--- src/rtl/bmas_pkg.sv ---
`timescale 1ns / 1ps
`default_nettype none
// ----------------------------------------------------------------------------
// bmas_pkg
// Shared constants and types of the battery moving-average scaler.
// ----------------------------------------------------------------------------
package bmas_pkg;

  localparam int unsigned WINDOW_LEN = 150;
  localparam int unsigned SAMPLE_W   = 12;
  localparam int unsigned SCALE_W    = 14;
  localparam int unsigned MV_W       = 14;
  localparam int unsigned SUM_W      = 20;
  localparam int unsigned POS_W      = $clog2(WINDOW_LEN);
  localparam int unsigned CNT_W      = $clog2(WINDOW_LEN + 1);
  localparam int unsigned DCNT_W     = $clog2(SUM_W);
  localparam int unsigned PROD_W     = SAMPLE_W + SCALE_W;
  localparam int unsigned FRAC_W     = 12;

  localparam int unsigned IN_TDATA_W  = 16;
  localparam int unsigned OUT_TDATA_W = 32;
  localparam int unsigned APB_DATA_W  = 32;
  localparam int unsigned APB_ADDR_W  = 3;

  localparam logic [SCALE_W-1:0] SCALE_RESET = SCALE_W'(11550);

  // Register index within the configuration space (byte address / 4).
  localparam logic [0:0] REG_SCALE_NUM = 1'b0;

  typedef enum logic [2:0] {
    ST_IDLE,
    ST_READ,
    ST_DIV,
    ST_MUL,
    ST_LOAD
  } bmas_state_e;

endpackage
`default_nettype wire

--- src/rtl/bmas_ram.sv ---
`timescale 1ns / 1ps
`default_nettype none
// ----------------------------------------------------------------------------
// bmas_ram
// Generic single-clock RAM with one write port and one registered read port.
// ----------------------------------------------------------------------------
module bmas_ram #(
  parameter int unsigned WIDTH = 12,
  parameter int unsigned DEPTH = 150
) (
  input  wire logic                     clk_i,
  input  wire logic                     we_i,
  input  wire logic [$clog2(DEPTH)-1:0] waddr_i,
  input  wire logic [WIDTH-1:0]         wdata_i,
  input  wire logic                     re_i,
  input  wire logic [$clog2(DEPTH)-1:0] raddr_i,
  output      logic [WIDTH-1:0]         rdata_o
);

  logic [WIDTH-1:0] mem_q [DEPTH];

  always_ff @(posedge clk_i) begin
    if (we_i) begin
      mem_q[waddr_i] <= wdata_i;
    end
    if (re_i) begin
      rdata_o <= mem_q[raddr_i];
    end
  end

endmodule
`default_nettype wire

--- src/rtl/battery_moving_average_scaler.sv ---
`timescale 1ns / 1ps
`default_nettype none
// ----------------------------------------------------------------------------
// battery_moving_average_scaler
// Boxcar moving average of battery ADC samples with a millivolt scale.
// ----------------------------------------------------------------------------
// Each sample accepted on the slave stream is written into a 150-entry ring
// window held in a synchronous RAM, and a running sum of the filled entries is
// kept alongside. Until the window has filled, the mean covers only the
// samples received so far. Every sample yields exactly one result transaction
// carrying the truncated mean and floor(mean * scale_num / 4096), which is the
// cell voltage in millivolts at the reset scale. From acceptance to a
// loaded result, a sample passes through the RAM read of the outgoing
// entry, the read-modify-write of the sum, the bit-serial restoring
// divider (one quotient bit per cycle over the 20-bit sum), the scale
// multiply and the output load. The
// next sample is accepted as soon as the sequencer is back in idle, even
// while the previous result still sits in the output register; if that
// register has not been emptied by then, the sequencer waits before loading.
// The scale register sits at byte address 0 of the APB-style port and should
// only be written while no sample is in flight.
// ----------------------------------------------------------------------------
module battery_moving_average_scaler (
  input  wire logic                               clk_i,
  input  wire logic                               rst_ni,
  // Slave stream. tdata: sample [11:0], zero padding [15:12].
  input  wire logic                               s_axis_tvalid,
  output      logic                               s_axis_tready,
  input  wire logic [bmas_pkg::IN_TDATA_W-1:0]    s_axis_tdata,
  // Master stream. tdata: cell_millivolts [13:0], mean_raw [25:14],
  // zero padding [31:26].
  output      logic                               m_axis_tvalid,
  input  wire logic                               m_axis_tready,
  output      logic [bmas_pkg::OUT_TDATA_W-1:0]   m_axis_tdata,
  // Configuration port.
  input  wire logic                               psel,
  input  wire logic                               penable,
  input  wire logic                               pwrite,
  input  wire logic [bmas_pkg::APB_ADDR_W-1:0]    paddr,
  input  wire logic [bmas_pkg::APB_DATA_W-1:0]    pwdata,
  output      logic [bmas_pkg::APB_DATA_W-1:0]    prdata,
  output      logic                               pready
);

  import bmas_pkg::*;

  // Sequencer state.
  bmas_state_e state_q, state_d;

  // Configuration.
  logic [SCALE_W-1:0] scale_q;
  logic               cfg_wr;

  // Window bookkeeping.
  logic [POS_W-1:0]    pos_q, pos_d;
  logic [CNT_W-1:0]    fill_q, fill_d;
  logic [SUM_W-1:0]    sum_q, sum_d;
  logic [SAMPLE_W-1:0] sample_q;
  logic                full;

  // RAM port signals.
  logic                ram_re;
  logic                ram_we;
  logic [SAMPLE_W-1:0] ram_rdata;

  // Divider.
  logic [SUM_W-1:0]  quo_q, quo_d;
  logic [CNT_W-1:0]  rem_q, rem_d;
  logic [CNT_W:0]    rem_sh;
  logic              rem_ge;
  logic [DCNT_W-1:0] dcnt_q;
  logic              div_last;

  // Multiplier and output register.
  logic [PROD_W-1:0]   prod_q;
  logic [SAMPLE_W-1:0] mean;
  logic                out_valid_q;
  logic [MV_W-1:0]     out_mv_q;
  logic [SAMPLE_W-1:0] out_mean_q;
  logic                out_free;
  logic                out_load;

  logic in_accept;

  // --------------------------------------------------------------------------
  // Configuration port. The register index is the byte address divided by 4.
  // --------------------------------------------------------------------------
  assign pready = 1'b1;
  assign cfg_wr = psel && penable && pwrite && pready &&
                  (paddr[APB_ADDR_W-1:2] == REG_SCALE_NUM);

  always_comb begin
    prdata = '0;
    if (paddr[APB_ADDR_W-1:2] == REG_SCALE_NUM) begin
      prdata = APB_DATA_W'(scale_q);
    end
  end

  always_ff @(posedge clk_i or negedge rst_ni) begin
    if (!rst_ni) begin
      scale_q <= SCALE_RESET;
    end else if (cfg_wr) begin
      scale_q <= pwdata[SCALE_W-1:0];
    end
  end

  // --------------------------------------------------------------------------
  // Window RAM. The outgoing entry is read in the accept cycle and the new
  // sample written back in the next cycle; as only one sample is in flight
  // at a time, a read never overlaps a pending write to the same entry.
  // --------------------------------------------------------------------------
  bmas_ram #(
    .WIDTH (SAMPLE_W),
    .DEPTH (WINDOW_LEN)
  ) u_window_ram (
    .clk_i   (clk_i),
    .we_i    (ram_we),
    .waddr_i (pos_q),
    .wdata_i (sample_q),
    .re_i    (ram_re),
    .raddr_i (pos_q),
    .rdata_o (ram_rdata)
  );

  // --------------------------------------------------------------------------
  // Sequencer: next state.
  // --------------------------------------------------------------------------
  assign in_accept = s_axis_tvalid && s_axis_tready;
  assign div_last  = (dcnt_q == DCNT_W'(SUM_W - 1));
  assign out_free  = !out_valid_q || m_axis_tready;

  always_comb begin
    state_d = state_q;
    unique case (state_q)
      ST_IDLE: begin
        if (s_axis_tvalid) begin
          state_d = ST_READ;
        end
      end
      ST_READ: state_d = ST_DIV;
      ST_DIV: begin
        if (div_last) begin
          state_d = ST_MUL;
        end
      end
      ST_MUL:  state_d = ST_LOAD;
      ST_LOAD: begin
        if (out_free) begin
          state_d = ST_IDLE;
        end
      end
      default: state_d = ST_IDLE;
    endcase
  end

  // --------------------------------------------------------------------------
  // Sequencer: outputs.
  // --------------------------------------------------------------------------
  always_comb begin
    s_axis_tready = 1'b0;
    ram_re        = 1'b0;
    ram_we        = 1'b0;
    out_load      = 1'b0;
    unique case (state_q)
      ST_IDLE: begin
        s_axis_tready = 1'b1;
        ram_re        = s_axis_tvalid;
      end
      ST_READ: ram_we   = 1'b1;
      ST_DIV:  ;
      ST_MUL:  ;
      ST_LOAD: out_load = out_free;
      default: ;
    endcase
  end

  always_ff @(posedge clk_i or negedge rst_ni) begin
    if (!rst_ni) begin
      state_q <= ST_IDLE;
    end else begin
      state_q <= state_d;
    end
  end

  // --------------------------------------------------------------------------
  // Running sum, write pointer and fill count. Once the window is full the
  // entry being overwritten leaves the sum before the new sample joins it.
  // --------------------------------------------------------------------------
  assign full = (fill_q == CNT_W'(WINDOW_LEN));

  always_comb begin
    sum_d = sum_q + SUM_W'(sample_q);
    if (full) begin
      sum_d = sum_q - SUM_W'(ram_rdata) + SUM_W'(sample_q);
    end
    pos_d = pos_q + POS_W'(1);
    if (pos_q == POS_W'(WINDOW_LEN - 1)) begin
      pos_d = '0;
    end
    fill_d = full ? fill_q : fill_q + CNT_W'(1);
  end

  always_ff @(posedge clk_i or negedge rst_ni) begin
    if (!rst_ni) begin
      pos_q  <= '0;
      fill_q <= '0;
      sum_q  <= '0;
    end else if (state_q == ST_READ) begin
      pos_q  <= pos_d;
      fill_q <= fill_d;
      sum_q  <= sum_d;
    end
  end

  always_ff @(posedge clk_i) begin
    if (in_accept) begin
      sample_q <= s_axis_tdata[SAMPLE_W-1:0];
    end
  end

  // --------------------------------------------------------------------------
  // Restoring divider: sum / fill_count, one quotient bit per cycle. The
  // remainder always stays below the divisor, so it fits the count width.
  // --------------------------------------------------------------------------
  assign rem_sh = {rem_q, quo_q[SUM_W-1]};
  assign rem_ge = (rem_sh >= {1'b0, fill_q});

  always_comb begin
    rem_d = rem_ge ? CNT_W'(rem_sh - {1'b0, fill_q}) : rem_sh[CNT_W-1:0];
    quo_d = {quo_q[SUM_W-2:0], rem_ge};
  end

  always_ff @(posedge clk_i or negedge rst_ni) begin
    if (!rst_ni) begin
      dcnt_q <= '0;
    end else if (state_q == ST_READ) begin
      dcnt_q <= '0;
    end else if (state_q == ST_DIV) begin
      dcnt_q <= dcnt_q + DCNT_W'(1);
    end
  end

  always_ff @(posedge clk_i) begin
    if (state_q == ST_READ) begin
      quo_q <= sum_d;
      rem_q <= '0;
    end else if (state_q == ST_DIV) begin
      quo_q <= quo_d;
      rem_q <= rem_d;
    end
  end

  // The sum never exceeds fill_count times the largest sample, so the
  // quotient fits the sample width.
  assign mean = quo_q[SAMPLE_W-1:0];

  // --------------------------------------------------------------------------
  // Scale multiply and output register.
  // --------------------------------------------------------------------------
  always_ff @(posedge clk_i) begin
    if (state_q == ST_MUL) begin
      prod_q <= PROD_W'(mean) * PROD_W'(scale_q);
    end
  end

  always_ff @(posedge clk_i or negedge rst_ni) begin
    if (!rst_ni) begin
      out_valid_q <= 1'b0;
    end else if (out_load) begin
      out_valid_q <= 1'b1;
    end else if (m_axis_tready) begin
      out_valid_q <= 1'b0;
    end
  end

  always_ff @(posedge clk_i) begin
    if (out_load) begin
      out_mv_q   <= prod_q[FRAC_W +: MV_W];
      out_mean_q <= mean;
    end
  end

  assign m_axis_tvalid = out_valid_q;
  assign m_axis_tdata  = OUT_TDATA_W'({out_mean_q, out_mv_q});

  // --------------------------------------------------------------------------
  // Assertions.
  // --------------------------------------------------------------------------
  a_fill_range: assert property (@(posedge clk_i) disable iff (!rst_ni)
    fill_q <= CNT_W'(WINDOW_LEN))
    else $error("fill count beyond window length");

  a_pos_range: assert property (@(posedge clk_i) disable iff (!rst_ni)
    pos_q < POS_W'(WINDOW_LEN))
    else $error("write pointer beyond window");

  a_div_nonzero: assert property (@(posedge clk_i) disable iff (!rst_ni)
    (state_q == ST_DIV) |-> (fill_q != '0))
    else $error("division by a zero fill count");

  a_sum_bound: assert property (@(posedge clk_i) disable iff (!rst_ni)
    (32'(sum_q) <= 32'(fill_q) * 32'(4095)))
    else $error("running sum exceeds filled entries");

  a_accept_read: assert property (@(posedge clk_i) disable iff (!rst_ni)
    in_accept |=> (state_q == ST_READ) && $past(ram_re))
    else $error("accepted sample did not start a window read");

endmodule
`default_nettype wire

--- config.mk ---
export PLATFORM = sky130hd
export DESIGN_NAME = battery_moving_average_scaler
export DESIGN_NICKNAME = d
export VERILOG_FILES = /design/src/rtl/bmas_pkg.sv /design/src/rtl/bmas_ram.sv /design/src/rtl/battery_moving_average_scaler.sv
export SDC_FILE = /design/constraint.sdc
export NUM_CORES = 2
export LEC_CHECK = 0
export ABC_AREA = 1
export BUFFER_PORTS_ARGS = -buffer_cell sky130_fd_sc_hd__buf_2
export CAP_MARGIN = 20
export CORE_MARGIN = 4
export CORE_UTILIZATION = 60
export CTS_CLUSTER_SIZE = 30
export DETAILED_ROUTE_END_ITERATION = 10
export PLACE_DENSITY = 0.76
export SYNTH_ARGS = -nofsm -noshare
export SYNTH_HDL_FRONTEND = slang
export SYNTH_SLANG_ARGS = --single-unit
export TNS_END_PERCENT = 1
--- constraint.sdc ---
create_clock -name clk_i -period 11.05 [get_ports clk_i]
set_clock_uncertainty 0.1 [all_clocks]
set_input_delay 1.105 -clock clk_i [delete_from_list [all_inputs] [get_ports clk_i]]
set_output_delay 1.105 -clock clk_i [all_outputs]
set_load 0.005 [all_outputs]
==> reports/results.md <==
| Item | This run | Unit |
|:---|:---|:---|
| Result of the run | complete, no violations | - |
| Worst-Skew Late Latency | 0.86 | ns |
| Type of the worst setup path | register to register | - |
| Die Width | 391 | µm |
| Detailed-route vias per instance | 5.80 | - |
| Reg clk slew, reported paths | 0.06 | ns |
| Post-synth ARST share | 3.02 | % |
| CTS root buffer | clkbuf_16 | - |
| HPWL Detailed | 132 | mm |
| Yosys warning count | 0 | - |
| Number of setup violations in the final report | 0 | - |
| Number of slew-limit violations in the final report | 0 | - |
| Flip-flop cell with the highest count after synthesis | edfxtp_1 | - |
| Placer's final routability congestion estimate | 0.917 | - |
| Deepest level of the CTS H-tree | 4 | - |
| Accumulated negative setup slack | 0 | ns |
| Max-cap check violation count | 0 | - |
| Number of placement rows | 140 | - |
| Highest-count cells in the layout ignoring fill and taps | 2,219 x nand2_1, 1,884 x edfxtp_1, 1,489 x nor2_1 | - |
| Proportion of synthesized area in mux cells | 0 | % |
| Count of fill cells added during filler insertion | 10.5k | - |
| Distinct cell type count after synthesis | 42 | - |
| Final clock period utilization by the worst path | 51.5 | % |
| Setup slack after placement | 5.34 | ns |
| Kind of launch point of the worst setup path | register | - |
| Hold slack final | 0.311 | ns |
| Share of cells above drive strength 1 | 6.79 | % |
| Clock sink count | 1,951 | - |
| Most common library cell in the layout ignoring fill and taps | nand2_1 | - |
| Synthesized area per cell | 10.5 | µm² |
| Final design area excluding fillers | 96,900 | µm² |
| Slew at the pin closest to its max-slew limit | 1.15 | ns |
| Aggregate routed wire length | 228 | mm |
| Maximum clock path buffer count | 3 | - |
| Clock tree from TritonCTS | built | - |
| Area occupied by multi-input gates | 25,300 | µm² |
| Largest net degree at the start of global routing | 186 | - |
| Gr usage total | 29.4 | % |
| Critical Path End Type | register | - |
| First-pass iteration count of the detailed router | 6 | - |
| Number of instances in the synthesized netlist | 8,397 | - |
| Std-Cell Core Area | 146,000 | µm² |
| Arithmetic-cell share of the synthesized area counting full adders, half adders and majority gates | 4.63 | % |
| Total via count in the routed design | 61.2k | - |
| Average routed wire per standard cell | 21.6 | µm |
| Synth Area in XOR/XNOR | 0.299 | % |
| Synthesis-to-layout area growth | 10.1 | % |
| Die area | 153,000 | µm² |
| Total cell area at the placement stage | 90,400 | µm² |
| Post-cts repair resize count | 0 | - |
| Compound-cell area share of the yosys netlist | 5.99 | % |
| Cell taking the most area after synthesis | edfxtp_1 | - |
| Initial antenna violation count | 10 | - |
| Initial cell density of the core | 60.4 | % |
| Highest fanout seen on the critical path | 16 | - |
| Worst setup slack after layout | 5.36 | ns |
| Combined flip-flop and latch cell area | 58,200 | µm² |
| Hold WC Path Type | register to register | - |
| Post-synthesis sequential area ratio | 66.2 | % |
| Number of design rule violations left after detail routing | 0 | - |
| Global-route wire length before repair | 341 | mm |
| Number of failing hold endpoints at the final stage | 0 | - |
| Arrival @ worst endpoint | 6.16 | ns |
| Shortest clock period the worst path allows after layout | 5.69 | ns |
| Cts bufs inserted | 190 | - |
| Main combinational cell family by area after synthesis | simple AND/OR/NAND/NOR gates | - |
| Buffers added on ports | 75 | - |
| Number of nets with antenna violations after routing | 0 | - |
| Starting DRC count in detailed routing | 7,643 | - |
| Data required time of the worst path | 11.51 | ns |
| Number of enable-type register cells in the synthesized netlist | 1,884 | - |
| Post-Synthesis Cell Area | 88,000 | µm² |
| Buffers inserted during post-CTS setup optimization | 0 | - |
| Share of synthesized cell area in and, or, nand and nor gates | 17.7 | % |
| Top cell type's share of synthesized area | 64.3 | % |
| Chip Height | 391 | µm |
| Timing-limited maximum frequency | 0.176 | GHz |
| Layout Nets | 8,790 | - |
| Hold-fix buffer count after cts | 0 | - |
| Leading cell types by total area after synthesis | edfxtp_1 64%, nand2_1 9.5%, nor2_1 6.4% | - |
| Worst slew margin relative to its limit | 23.0 | % |
| RSZ-0062 raised after global routing | false | - |
| Count of state elements after synthesis | 1,951 | - |
| I/O Pins | 125 | - |
| Number of global-route vias before repair | 58.3k | - |
| Grt total ovfl | 0 | - |
[Yosys cell counts (2+ instances only)]
cell type  number
xor2_1         20
o21ai_0       796
nand4_1        24
o22ai_1        47
o21ai_1        50
nand3_1       256
nor3_1         12
conb_1          2
o21bai_1        4
dfstp_2         8
nand3b_1       10
nor2_1       1493
dfrtp_1        51
xnor2_1        10
and2_1          2
fa_1          133
a21boi_0        3
clkbuf_1      185
buf_4          43
inv_2           5
buf_1          51
dfxtp_1         8
a21oi_1       109
o211ai_1        8
buf_6           7
or2_2           3
inv_1         669
nand2_1      2219
ha_1          113
a21o_1          5
buf_2         148
clkinv_1        4
edfxtp_1     1884
nor4_1          6
nor2_2          2
[cell type report]
cell class,instances,share of cell area (%)
tap,1917,2.47
multi-input combinational,5357,26.1
clock inverter,115,1.09
clock buffer,233,5.07
inverter,678,2.64
sequential,1951,60.1
antenna,3,0.00774
timing repair buffer,308,2.51
[final timing paths]
path	from	end	slack, ns	cells past startpoint
min reg2reg	prod_q[12]	out_mv_q[0]	0.31	0
min in group asynchronous	rst_ni	scale_q[12]	0.36	2
max	quo_q[3]	prod_q[21]	5.36	17
max reg2reg	quo_q[3]	prod_q[21]	5.36	17
max in group asynchronous	rst_ni	pos_q[1]	9.80	2
min	prod_q[12]	out_mv_q[0]	0.31	0
[kinds of logic after synthesis]
logic type | Yosys count
AND/OR/NAND/NOR | 4029
other | 2
adder cells (fa/ha/maj) | 246
flip-flops | 1951
buffers and inverters | 1112
XOR/XNOR | 30
AO/OA/AOI/OAI | 1027
[critical path, stage by stage (launching register included)]
cell      delay (ns)
edfxtp_1        0.82
nand2_1         0.18
fa_1            0.57
fa_1            0.53
inv_1           0.06
fa_1            0.51
fa_1            0.49
inv_1           0.05
fa_1            0.49
inv_1           0.05
ha_1            0.36
nand2_1         0.11
nor2_1          0.23
nand4_1         0.10
o21ai_0         0.45
nand3_1         0.14
nand2_1         0.11
xor2_1          0.07
[sequential cells by signal, indices dropped and copies added (netlist names)]
name,count
sum_q,20
fill_q,8
m_axis_tvalid,1
out_mean_q,12
u_window_ram.mem_q,1800
rem_q,8
prod_q,14
dcnt_q,5
quo_q,20
out_mv_q,14
state_q,3
pos_q,8
u_window_ram.rdata_o,12
sample_q,12
scale_q,14
[per-stage QoR]
stage          utilization (%)  cells
2_1_floorplan                -   8420
3_3_place_gp              61.8  10100
3_5_place_dp              62.0  10200
4_1_cts                   66.1  10500
5_1_grt                   66.5  10600
6_report                  66.5  10600
[per-layer routing]
metal  global-route usage, %  up-vias  routed length [µm]
met2                    47.5     3299              107000
met1                    38.6    29300               84900
met5                       0        -                  41
li1                        -    27900                   -
met3                    5.52      633               23100
met4                    15.1        6               12700
Power is not shown: default switching activity piles up to over one toggle a cycle in this logic, so the estimate is an artifact.
